## config.mk

```make
export PLATFORM = sky130hd
export DESIGN_NAME = pck_rle_frame_decoder
export DESIGN_NICKNAME = d
export VERILOG_FILES = /design/src/rtl/prfd_pkg.sv /design/src/rtl/prfd_front.sv /design/src/rtl/prfd_cmd_queue.sv /design/src/rtl/prfd_back.sv /design/src/rtl/pck_rle_frame_decoder.sv
export SDC_FILE = /design/constraint.sdc
export NUM_CORES = 1
export LEC_CHECK = 0
export BUFFER_PORTS_ARGS = -buffer_cell sky130_fd_sc_hd__buf_2
export CORE_MARGIN = 4
export CORE_UTILIZATION = 40
export DETAILED_ROUTE_END_ITERATION = 10
export PLACE_DENSITY = 0.58
export SLEW_MARGIN = 20
export SYNTH_ARGS = -nofsm -noshare
export SYNTH_HDL_FRONTEND = slang
export SYNTH_SLANG_ARGS = --single-unit
```

## constraint.sdc

```tcl
create_clock -name clk -period 10.4 [get_ports clk]
set_input_delay 0.52 -clock clk [delete_from_list [all_inputs] [get_ports clk]]
set_output_delay 0.52 -clock clk [all_outputs]
set_load 0.02 [all_outputs]
```

## src/rtl/prfd_pkg.sv

```systemverilog
// Shared types, constants and helper functions for the run-length frame decoder.
package prfd_pkg;

    localparam int MAX_WIDTH  = 1024;
    localparam int MAX_HEIGHT = 1024;
    localparam int MAX_FRAMES = 4096;

    localparam int W_DIM    = 11;
    localparam int W_COUNT  = 13;
    localparam int W_FRAME  = 12;
    localparam int W_OFFSET = 20;
    localparam int W_LEN    = 18;
    localparam int W_COLOR  = 8;
    localparam int W_AREA   = 21;
    localparam int W_CFGIDX = 2;

    localparam int WIDTH_RESET  = 32;
    localparam int HEIGHT_RESET = 40;
    localparam int COUNT_RESET  = 1;

    localparam logic [W_COLOR-1:0] CODE_SKIP = 8'd254;
    localparam logic [W_COLOR-1:0] CODE_END  = 8'd255;

    localparam logic [W_CFGIDX-1:0] CFG_WIDTH  = 2'd0;
    localparam logic [W_CFGIDX-1:0] CFG_HEIGHT = 2'd1;
    localparam logic [W_CFGIDX-1:0] CFG_COUNT  = 2'd2;

    localparam int CMD_DEPTH = 4;
    localparam int CMD_PTR_W = 2;
    localparam int CMD_CNT_W = 3;
    localparam int RES_DEPTH = 2;
    localparam int RES_PTR_W = 1;
    localparam int RES_CNT_W = 2;

    typedef enum logic [1:0] {
        PH_HEADER,
        PH_BODY,
        PH_SKIP
    } phase_t;

    typedef struct packed {
        logic               is_end;
        logic [W_FRAME-1:0] frame;
        logic [W_LEN-1:0]   len;
        logic [W_COLOR-1:0] color;
    } cmd_t;

    typedef struct packed {
        logic valid;
        cmd_t cmd;
    } cmd_push_t;

    typedef struct packed {
        logic [W_FRAME-1:0]  frame_index;
        logic [W_OFFSET-1:0] start_offset;
        logic [W_LEN-1:0]    run_length;
        logic [W_COLOR-1:0]  color;
        logic                frame_end;
        logic                clipped;
    } res_t;

    // zero acts as one, anything above the maximum acts as the maximum
    function automatic logic [W_DIM-1:0] clamp_dim(input logic [W_DIM-1:0] v,
                                                   input logic [W_DIM-1:0] vmax);
        logic [W_DIM-1:0] r;
        r = v;
        if (r == '0)
            r = W_DIM'(1);
        if (r > vmax)
            r = vmax;
        return r;
    endfunction

    function automatic logic [W_COUNT-1:0] clamp_count(input logic [W_COUNT-1:0] v);
        logic [W_COUNT-1:0] r;
        r = v;
        if (r > W_COUNT'(MAX_FRAMES))
            r = W_COUNT'(MAX_FRAMES);
        return r;
    endfunction

endpackage

```

## src/rtl/prfd_front.sv

```systemverilog
// Byte classifier: tracks frame phase and frame number, emits run/end commands.
module prfd_front import prfd_pkg::*; (
    input  logic               clk,
    input  logic               rst_n,
    input  logic               accept,
    input  logic [W_COLOR-1:0] data_byte,
    input  logic [W_DIM-1:0]   eff_width,
    input  logic [W_COUNT-1:0] eff_count,
    output cmd_push_t          cmd_push
);

    phase_t             phase_reg, phase_next;
    logic [W_COUNT-1:0] fnum_reg, fnum_next;
    logic [W_LEN-1:0]   hdr_prod;

    // blank rows times width, at most 255 * 1024
    assign hdr_prod = W_LEN'(data_byte) * W_LEN'(eff_width);

    always_ff @(posedge clk or negedge rst_n)
    begin
        if (!rst_n)
        begin
            phase_reg <= PH_HEADER;
            fnum_reg  <= '0;
        end
        else
        begin
            phase_reg <= phase_next;
            fnum_reg  <= fnum_next;
        end
    end

    always_comb
    begin
        phase_next            = phase_reg;
        fnum_next             = fnum_reg;
        cmd_push.valid        = 1'b0;
        cmd_push.cmd.is_end   = 1'b0;
        cmd_push.cmd.frame    = fnum_reg[W_FRAME-1:0];
        cmd_push.cmd.len      = '0;
        cmd_push.cmd.color    = '0;
        if (accept && (fnum_reg < eff_count))
        begin
            case (phase_reg)
                PH_HEADER:
                begin
                    cmd_push.valid   = 1'b1;
                    cmd_push.cmd.len = hdr_prod;
                    phase_next       = PH_BODY;
                end
                PH_SKIP:
                begin
                    cmd_push.valid   = 1'b1;
                    cmd_push.cmd.len = W_LEN'(data_byte);
                    phase_next       = PH_BODY;
                end
                PH_BODY:
                begin
                    if (data_byte == CODE_SKIP)
                        phase_next = PH_SKIP;
                    else if (data_byte == CODE_END)
                    begin
                        cmd_push.valid      = 1'b1;
                        cmd_push.cmd.is_end = 1'b1;
                        fnum_next           = fnum_reg + W_COUNT'(1);
                        phase_next          = PH_HEADER;
                    end
                    else
                    begin
                        cmd_push.valid     = 1'b1;
                        cmd_push.cmd.len   = W_LEN'(1);
                        cmd_push.cmd.color = data_byte;
                    end
                end
                default:
                    phase_next = PH_HEADER;
            endcase
        end
    end

endmodule

```

## src/rtl/prfd_cmd_queue.sv

```systemverilog
// Short command queue between the classifier and the run executor.
module prfd_cmd_queue import prfd_pkg::*; (
    input  logic      clk,
    input  logic      rst_n,
    input  cmd_push_t cmd_push,
    input  logic      pop,
    output logic      full,
    output logic      empty,
    output cmd_t      head
);

    cmd_t                 mem [CMD_DEPTH];
    logic [CMD_PTR_W-1:0] wr_ptr_reg, rd_ptr_reg;
    logic [CMD_CNT_W-1:0] cnt_reg;
    logic                 do_push, do_pop;

    assign full    = (cnt_reg == CMD_CNT_W'(CMD_DEPTH));
    assign empty   = (cnt_reg == '0);
    assign head    = mem[rd_ptr_reg];
    assign do_push = cmd_push.valid && !full;
    assign do_pop  = pop && !empty;

    always_ff @(posedge clk)
    begin
        if (do_push)
            mem[wr_ptr_reg] <= cmd_push.cmd;
    end

    always_ff @(posedge clk or negedge rst_n)
    begin
        if (!rst_n)
        begin
            wr_ptr_reg <= '0;
            rd_ptr_reg <= '0;
            cnt_reg    <= '0;
        end
        else
        begin
            if (do_push)
                wr_ptr_reg <= wr_ptr_reg + CMD_PTR_W'(1);
            if (do_pop)
                rd_ptr_reg <= rd_ptr_reg + CMD_PTR_W'(1);
            if (do_push && !do_pop)
                cnt_reg <= cnt_reg + CMD_CNT_W'(1);
            else if (do_pop && !do_push)
                cnt_reg <= cnt_reg - CMD_CNT_W'(1);
        end
    end

endmodule

```

## src/rtl/prfd_back.sv

```systemverilog
// Run executor: raster offset, clipping against the frame area, result queue.
module prfd_back import prfd_pkg::*; (
    input  logic              clk,
    input  logic              rst_n,
    input  logic              cmd_empty,
    input  cmd_t              cmd,
    input  logic [W_AREA-1:0] area,
    input  logic              pop,
    output logic              cmd_pop,
    output logic              res_empty,
    output res_t              res_head
);

    logic [W_AREA-1:0]    offset_reg, offset_next;
    logic [W_AREA-1:0]    off, avail, n, len_ext;
    logic [W_OFFSET-1:0]  start;
    logic                 clip;
    res_t                 res_new;
    logic                 res_push, res_pop;
    res_t                 rmem [RES_DEPTH];
    logic [RES_PTR_W-1:0] rwr_ptr_reg, rrd_ptr_reg;
    logic [RES_CNT_W-1:0] rcnt_reg;

    assign cmd_pop = !cmd_empty && (rcnt_reg < RES_CNT_W'(RES_DEPTH));

    always_comb
    begin
        off     = (offset_reg > area) ? area : offset_reg;
        avail   = area - off;
        len_ext = W_AREA'(cmd.len);
        clip    = (len_ext > avail);
        n       = clip ? avail : len_ext;
        // fully clipped run reports the last pixel of the area
        start   = (off < area) ? W_OFFSET'(off) : W_OFFSET'(area - W_AREA'(1));

        offset_next = offset_reg;
        if (cmd_pop)
        begin
            if (cmd.is_end)
                offset_next = '0;
            else
                offset_next = off + n;
        end

        res_new.frame_index = cmd.frame;
        if (cmd.is_end)
        begin
            res_new.start_offset = '0;
            res_new.run_length   = '0;
            res_new.color        = '0;
            res_new.frame_end    = 1'b1;
            res_new.clipped      = 1'b0;
        end
        else
        begin
            res_new.start_offset = start;
            res_new.run_length   = n[W_LEN-1:0];
            res_new.color        = cmd.color;
            res_new.frame_end    = 1'b0;
            res_new.clipped      = clip;
        end
    end

    // empty runs only clamp the offset
    assign res_push  = cmd_pop && (cmd.is_end || (cmd.len != '0));
    assign res_empty = (rcnt_reg == '0);
    assign res_pop   = pop && !res_empty;
    assign res_head  = rmem[rrd_ptr_reg];

    always_ff @(posedge clk)
    begin
        if (res_push)
            rmem[rwr_ptr_reg] <= res_new;
    end

    always_ff @(posedge clk or negedge rst_n)
    begin
        if (!rst_n)
        begin
            offset_reg  <= '0;
            rwr_ptr_reg <= '0;
            rrd_ptr_reg <= '0;
            rcnt_reg    <= '0;
        end
        else
        begin
            offset_reg <= offset_next;
            if (res_push)
                rwr_ptr_reg <= rwr_ptr_reg + RES_PTR_W'(1);
            if (res_pop)
                rrd_ptr_reg <= rrd_ptr_reg + RES_PTR_W'(1);
            if (res_push && !res_pop)
                rcnt_reg <= rcnt_reg + RES_CNT_W'(1);
            else if (res_pop && !res_push)
                rcnt_reg <= rcnt_reg - RES_CNT_W'(1);
        end
    end

`ifndef NO_ASSERTIONS
    a_end_shape: assert property (@(posedge clk) disable iff (!rst_n)
        res_push && res_new.frame_end |-> res_new.run_length == '0 && !res_new.clipped)
        else $error("frame end result carries a run");

    a_run_nonempty: assert property (@(posedge clk) disable iff (!rst_n)
        res_push && !res_new.frame_end |-> res_new.run_length != '0 || res_new.clipped)
        else $error("empty run emitted without clip flag");

    a_res_no_overflow: assert property (@(posedge clk) disable iff (!rst_n)
        res_push && !res_pop |-> rcnt_reg < RES_CNT_W'(RES_DEPTH))
        else $error("result queue overflow");

    a_offset_bound: assert property (@(posedge clk) disable iff (!rst_n)
        cmd_pop && !cmd.is_end |=> offset_reg <= $past(area))
        else $error("offset ran past frame area");
`endif

endmodule

```

## src/rtl/pck_rle_frame_decoder.sv

```systemverilog
// Top level of the run-length sprite frame decoder: config registers and datapath.
// Throughput: one byte per cycle, sustained while pop keeps up with the results.
// A byte accepted by the classifier queues its command (if any); the executor then
//   moves its result (if any) into the result queue when that queue has room.
// Reset (rst_n low, async): expects a frame header, offset and frame number zero,
//   both queues empty, registers width 32, height 40, frame count 1.
// Config writes are taken every cycle (cfg_ready tied high); the area is registered.
module pck_rle_frame_decoder import prfd_pkg::*; (
    input  logic                clk,
    input  logic                rst_n,
    // byte input, queue style
    input  logic                push,
    output logic                full,
    input  logic [W_COLOR-1:0]  data_byte,
    // result output, queue style
    output logic                empty,
    input  logic                pop,
    output logic [W_FRAME-1:0]  frame_index,
    output logic [W_OFFSET-1:0] start_offset,
    output logic [W_LEN-1:0]    run_length,
    output logic [W_COLOR-1:0]  color,
    output logic                frame_end,
    output logic                clipped,
    // register write channel
    input  logic                cfg_valid,
    output logic                cfg_ready,
    input  logic [W_CFGIDX-1:0] cfg_index,
    input  logic [W_COUNT-1:0]  cfg_data
);

    logic [W_DIM-1:0]   width_reg, height_reg;
    logic [W_COUNT-1:0] count_reg;
    logic [W_AREA-1:0]  area_reg;
    logic [W_DIM-1:0]   eff_w, eff_h;
    logic [W_COUNT-1:0] eff_count;
    logic [W_AREA-1:0]  area_prod;
    logic               cfg_wr;

    cmd_push_t          cmd_push;
    cmd_t               cmd_head;
    logic               cmd_full, cmd_empty, cmd_pop;
    res_t               res_head;
    logic               accept;

    assign cfg_ready = 1'b1;
    assign cfg_wr    = cfg_valid && cfg_ready;

    // out-of-range register values are clamped here, once
    assign eff_w     = clamp_dim(width_reg, W_DIM'(MAX_WIDTH));
    assign eff_h     = clamp_dim(height_reg, W_DIM'(MAX_HEIGHT));
    assign eff_count = clamp_count(count_reg);
    // at most 1024 * 1024, fits the area width
    assign area_prod = W_AREA'(eff_w) * W_AREA'(eff_h);

    always_ff @(posedge clk or negedge rst_n)
    begin
        if (!rst_n)
        begin
            width_reg  <= W_DIM'(WIDTH_RESET);
            height_reg <= W_DIM'(HEIGHT_RESET);
            count_reg  <= W_COUNT'(COUNT_RESET);
            area_reg   <= W_AREA'(WIDTH_RESET * HEIGHT_RESET);
        end
        else
        begin
            // registered area keeps the multiplier out of the executor path
            area_reg <= area_prod;
            if (cfg_wr)
            begin
                case (cfg_index)
                    CFG_WIDTH:  width_reg  <= cfg_data[W_DIM-1:0];
                    CFG_HEIGHT: height_reg <= cfg_data[W_DIM-1:0];
                    CFG_COUNT:  count_reg  <= cfg_data;
                    default:    ;
                endcase
            end
        end
    end

    // a byte beat lands whenever the command queue has room
    assign full   = cmd_full;
    assign accept = push && !cmd_full;

    prfd_front u_front (
        .clk       (clk),
        .rst_n     (rst_n),
        .accept    (accept),
        .data_byte (data_byte),
        .eff_width (eff_w),
        .eff_count (eff_count),
        .cmd_push  (cmd_push)
    );

    prfd_cmd_queue u_cmd_queue (
        .clk      (clk),
        .rst_n    (rst_n),
        .cmd_push (cmd_push),
        .pop      (cmd_pop),
        .full     (cmd_full),
        .empty    (cmd_empty),
        .head     (cmd_head)
    );

    prfd_back u_back (
        .clk       (clk),
        .rst_n     (rst_n),
        .cmd_empty (cmd_empty),
        .cmd       (cmd_head),
        .area      (area_reg),
        .pop       (pop),
        .cmd_pop   (cmd_pop),
        .res_empty (empty),
        .res_head  (res_head)
    );

    // result beat fields straight from the head of the result queue
    assign frame_index  = res_head.frame_index;
    assign start_offset = res_head.start_offset;
    assign run_length   = res_head.run_length;
    assign color        = res_head.color;
    assign frame_end    = res_head.frame_end;
    assign clipped      = res_head.clipped;

endmodule

```

==> impl_metrics.ini, run 1 <==
[critical_path]
crit_end = u_back.offset_reg[19]$_DFFE_PN0P_
crit_path_max_fanout = 21
critPathArrivalTime_ns = 10.17
worstSetupStartpoint = area_reg[13]$_DFF_PN0_
rr_worst_depth = 39
path_class = reg -> reg
r2r-start = area_reg[13]$_DFF_PN0_
rrSetupSlack_ns = 0.68
critPathMaxStageDelay_ns = 0.47
worst_setup_path_end_kind = flop
r2r-end = u_back.offset_reg[19]$_DFFE_PN0P_
worstPathRequired_ns = 10.86
start_kind = flop
cp_slowest_cell = dfrtp_1

[placement]
gp_congestion = 0.935
post-dp-hpwl_microns = 46200
portBuffers = 89

[detailed_routing]
drt_iter0_markers = 1147
wl_per_cell_microns = 19.8
via_count = 16800
drtAntennaViolNets = 0
finalWirelength_microns = 62600
drtPass1Iterations = 8
route.detailed.drc = 0
drt-vias-per-instance = 5.31

[timing]
min_period_ns = 9.72
hold_ws_ns = 0.173
slew_headroom_pct = 28.2
fin_worst_skew_ns = 0.0164
hold_viol = 0
fin_crit_sh_pct = 93.4
finalMaxSlewViolations = 0
timing.fmax_mhz = 103
tightest_slew_ns = 1.08
setup_viol = 0

[cells_and_area]
largestRegisters = u_cmd_queue.mem x156, u_back.rmem x120
final_cell_mix = edfxtp_1, inv_1, ha_1
areaGrowthSynthToFinish_pct = 11.5
multi_input_area_sq_um = 13100
num-nets-final = 2640
drive_above_1_share_pct = 15.8
num-fill-cells = 5723
largest_register = u_cmd_queue.mem
largest_reg_flops = 156
seq_area_sq_um = 10900
final_common_cell = edfxtp_1

[die]
rows = 91
die_h_microns = 259
initial_core_util_pct = 40.6
ios = 91
dieArea_sq_um = 67100
die_width_microns = 259
core-area_sq_um = 62100

[global_route]
grt_usage_pct = 19.0
grt-ovfl-total = 0
grt_pass1_vias = 17600
grt_pass1_wl_microns = 101000
grt_max_degree = 68
antenna_found_initial = 4

[yosys]
synthFlopType = edfxtp_1
netlist.area_leader.share_pct = 32.9
ys_ff_latch = 379
syn_inst = 2205
yosysTopAreaCell = edfxtp_1
syn_area_sq_um = 25200
ys_top_cells_by_area = edfxtp_1, fa_1, dfrtp_1, ha_1, mux2_2
async_reset_ff_share_pct = 27.2
ys_seq_area_share_pct = 43.1
ys_types = 66
synth.avg_cell_area_sq_um = 11.4
synth-edff-count = 276
yosysWarnings = 0

[clock_network]
post_cts_buffers = 0
cts_max_level = 2
cts_made_buffers = 43
numClockSinks = 379
clock_path_buffers = 3
clk_pin_slew_ns = 0.06
cts_tree = built
root_buffer = clkbuf_16
insertion_delay_ns = 0.58

[outcome]
status = completed

[run]
drv_cap = 0

[worst_hold_path]
hold_path_depth = 2
hold_class = in -> reg
[logic make-up after synthesis]
kind of cell             after synthesis  share of synthesized area, %
other                                  2                        0.0298
AO/OA/AOI/OAI                        292                          7.52
XOR/XNOR                             101                          3.51
AND/OR/NAND/NOR                      613                          11.7
flip-flops                           379                          43.1
buffers and inverters                334                          5.02
adder cells (fa/ha/maj)              329                          20.3
multiplexers                         155                          8.72
[cell usage after synthesis (4+ instances only)]
cell and n:
edfxtp_1 276, inv_1 249, ha_1 194, nand2_1 188
nor2_1 141, fa_1 135, a21oi_1 101, mux2_2 100
dfrtp_1 97, clkbuf_1 73, xnor2_1 66, and2_1 62
a21o_1 53, nor2b_1 51, nor3_1 43, o21ai_0 41
mux4_2 38, xor2_1 35, nand3_1 28, nand2b_1 24
nand4_1 20, a211oi_1 17, a22o_1 16, and3_1 16
nor4_1 14, a31oi_1 11, buf_1 9, mux2_4 9
mux2i_1 8, o21a_1 7, dfstp_2 6, o21bai_1 5
o41ai_1 5, or2_2 5, nor3b_1 4, o31ai_1 4
or3_1 4
[repair_timing]
| item | CTS | global route |
|---|---|---|
| endpoints found under the hold margin | 34 | 0 |
| hold buffers | 1 | 0 |
| resized for setup | 0 | 5 |
| setup endpoints to repair | 0 | 7 |
[cell type report]
type / instances / share of cell area [%]
Multi-Input combinational cell: 1493 / 46.7
Sequential cell: 379 / 38.7
Clock buffer: 55 / 4.24
Tap cell: 837 / 3.73
Inverter: 250 / 3.34
Timing Repair Buffer: 116 / 2.32
Clock inverter: 25 / 0.957
Antenna cell: 1 / 0.00890
[metrics by stage]
stage / worst slack [ns] / utilization, % / cells / cell area, sq um / TNS [ns]
after floorplan: 1.96 / - / 2206 / 25200 / 0
after global placement: 0.510 / 42.9 / 3074 / 26600 / 0
after detailed placement: 0.304 / 42.9 / 3074 / 26600 / 0
after CTS: 0.254 / 45.2 / 3155 / 28100 / 0
after global routing: -0.0349 / 45.3 / 3156 / 28100 / -0.0349
final: 0.683 / 45.3 / 3156 / 28100 / 0
[worst max-delay path: cells and delay by family, from the launching register on]
family,cells,cell delay [ns]
AO/OA/AOI/OAI,20,5.04
XOR/XNOR,2,0.24
adder cells (fa/ha/maj),5,1.45
buffers and inverters,4,0.34
flip-flops,1,0.47
multiplexers,1,0.32
AND/OR/NAND/NOR,7,1.73
[layer usage]
metal  track usage, %  routed length [microns]  vias to the layer above
li1                 -                        -                     7823
met1             26.4                    28400                     8440
met5                0                        0                        -
met2             32.1                    30000                      420
met3             2.47                     3000                       76
met4             4.27                     1150                        0
[worst min path at each step]
stage | startpoint | endpoint | slack (ns)
after floorplan | rst_n | area_reg[0]$_DFF_PN0_ | 0.22
after global placement | u_front.fnum_reg[12]$_DFFE_PN0P_ | u_front.fnum_reg[12]$_DFFE_PN0P_ | 0.47
after detailed placement | u_front.fnum_reg[12]$_DFFE_PN0P_ | u_front.fnum_reg[12]$_DFFE_PN0P_ | 0.47
after CTS | cfg_data[11] | count_reg[11]$_DFFE_PN0P_ | 0.14
after global routing | cfg_data[12] | count_reg[12]$_DFFE_PN0P_ | 0.16
final | cfg_data[12] | count_reg[12]$_DFFE_PN0P_ | 0.17
Power of run 1 is left out: the tool's default activity adds up to more than one toggle a clock period on the data nets, which glitch-free logic cannot reach.
==> run 2: changes to the inputs <==
CORE_UTILIZATION = 60   (was 40)
GPL_TIMING_DRIVEN = 0   (was unset)
PLACE_DENSITY = 0.8   (was 0.58)
==> impl_metrics.ini, run 2 (synthesized netlist as in run 1, its figures left out) <==
[cells_and_area]
largest_reg_flops = 156
final_common_cell = edfxtp_1
largest_register = u_cmd_queue.mem
largestRegisters = u_cmd_queue.mem x156, u_back.rmem x120
areaGrowthSynthToFinish_pct = 11.5
final_cell_mix = edfxtp_1, inv_1, ha_1
seq_area_sq_um = 10900
fin_cells = 2913
drive_above_1_share_pct = 14.8
antenna_cells = 0
num-fill-cells = 2886
num-nets-final = 2705
multi_input_area_sq_um = 13100

[run]
drv_cap = 0

[timing]
min_period_ns = 9.99
hold_viol = 0
fin_crit_sh_pct = 96.0
tightest_slew_ns = 0.945
rsz0062_at_grt = no
fin_worst_skew_ns = 0.0218
finalMaxSlewViolations = 0
setup_viol = 0
slew_headroom_pct = 37.0
timing.fmax_mhz = 100

[clock_network]
cts_made_buffers = 41
insertion_delay_ns = 0.59
root_buffer = clkbuf_16
numClockSinks = 379
clk_pin_slew_ns = 0.06
cts_tree = built
clock_path_buffers = 3
cts_max_level = 2

[die]
die_h_microns = 213
dieArea_sq_um = 45400
rows = 74
die_width_microns = 213
ios = 91
core-area_sq_um = 41200
initial_core_util_pct = 61.2

[global_route]
grt_max_degree = 71
grt_pass1_wl_microns = 99500
grt-ovfl-total = 0
antenna_found_initial = 0
grt_pass1_vias = 18200
grt_usage_pct = 28.2

[critical_path]
crit_path_max_fanout = 10
cp_slowest_cell = o311ai_0
path_class = reg -> reg
worstPathRequired_ns = 10.86
critPathMaxStageDelay_ns = 0.61
critPathArrivalTime_ns = 10.45
start_kind = flop
worst_setup_path_end_kind = flop

[placement]
gp_congestion = 0.941
dp_cells = 2834
post-dp-hpwl_microns = 46400
portBuffers = 88

[detailed_routing]
drtPass1Iterations = 8
drtAntennaViolNets = 0
drt_iter0_markers = 1744
drt-vias-per-instance = 6.11
route.detailed.drc = 0
finalWirelength_microns = 63000
wl_per_cell_microns = 21.6
via_count = 17800

[outcome]
status = completed

[worst_hold_path]
hold_class = in -> reg
run 2: worst max-delay path, delay by kind of cell (launching register included):
kind	cells	cell delay (ns)
AO/OA/AOI/OAI	19	4.87
AND/OR/NAND/NOR	6	1.25
flip-flops	1	0.49
buffers and inverters	7	1.10
multiplexers	1	0.37
XOR/XNOR	2	0.27
adder cells (fa/ha/maj)	5	1.53
run 2: routing by layer:
layer / share of wire (%) / track usage, % / wire length [microns]
met3: 7.9 / 5.01 / 5000
met2: 48 / 46.7 / 30300
met5: 0.067 / 0.647 / 42
met1: 40 / 37.8 / 25300
met4: 3.7 / 10.4 / 2320
run 2: stage by stage:
step | TNS, ns | setup WS, ns | area [sq um] | hold WS (ns) | utilization [%]
final | 0 | 0.412 | 28100 | 0.181 | 68.2
after global routing | 0 | 0.0223 | 28100 | 0.173 | 68.2
after CTS | 0 | 0.0170 | 28000 | 0.166 | 68.0
after detailed placement | -0.100 | -0.100 | 26500 | 0.424 | 64.4
after global placement | -0.0606 | -0.0606 | 26300 | 0.467 | 63.9
after floorplan | 0 | 1.96 | 25200 | 0.224 | -
run 2: repair_timing:
action / in CTS / in global routing
endpoints found under the setup margin: 2 / 9
gates resized for setup: 2 / 16
pin swaps: 0 / 2
cloned: 0 / 0
endpoints found under the hold margin: 29 / 0
hold buffers: 1 / 0
buffers inserted: 0 / 2
run 2: cell type report:
type,instances,area share [%]
plain buffers,84,1.19
clock buffers,50,3.91
clock inverters,26,1.35
inverters,250,3.34
multi-input cells,1493,46.8
flip-flops and latches,379,38.7
well taps,532,2.37
repair buffers,99,2.38
run 2: path summary, 6_finish.rpt:
| kind | start | endpoint | slack (ns) | depth (start not counted) |
|---|---|---|---|---|
| min in group asynchronous | rst_n | count_reg[9]$_DFFE_PN0P_ | 0.39 | 2 |
| max in group asynchronous | rst_n | area_reg[8]$_DFF_PN1_ | 9.27 | 3 |
| hold reg to reg | u_front.fnum_reg[12]$_DFFE_PN0P_ | u_front.fnum_reg[12]$_DFFE_PN0P_ | 0.48 | 1 |
| setup / recovery | area_reg[14]$_DFF_PN0_ | u_back.offset_reg[19]$_DFFE_PN0P_ | 0.41 | 40 |
| hold / removal | cfg_data[11] | count_reg[11]$_DFFE_PN0P_ | 0.18 | 2 |
| setup reg to reg | area_reg[14]$_DFF_PN0_ | u_back.offset_reg[19]$_DFFE_PN0P_ | 0.41 | 40 |
Power of run 2 is left out for the same reason.
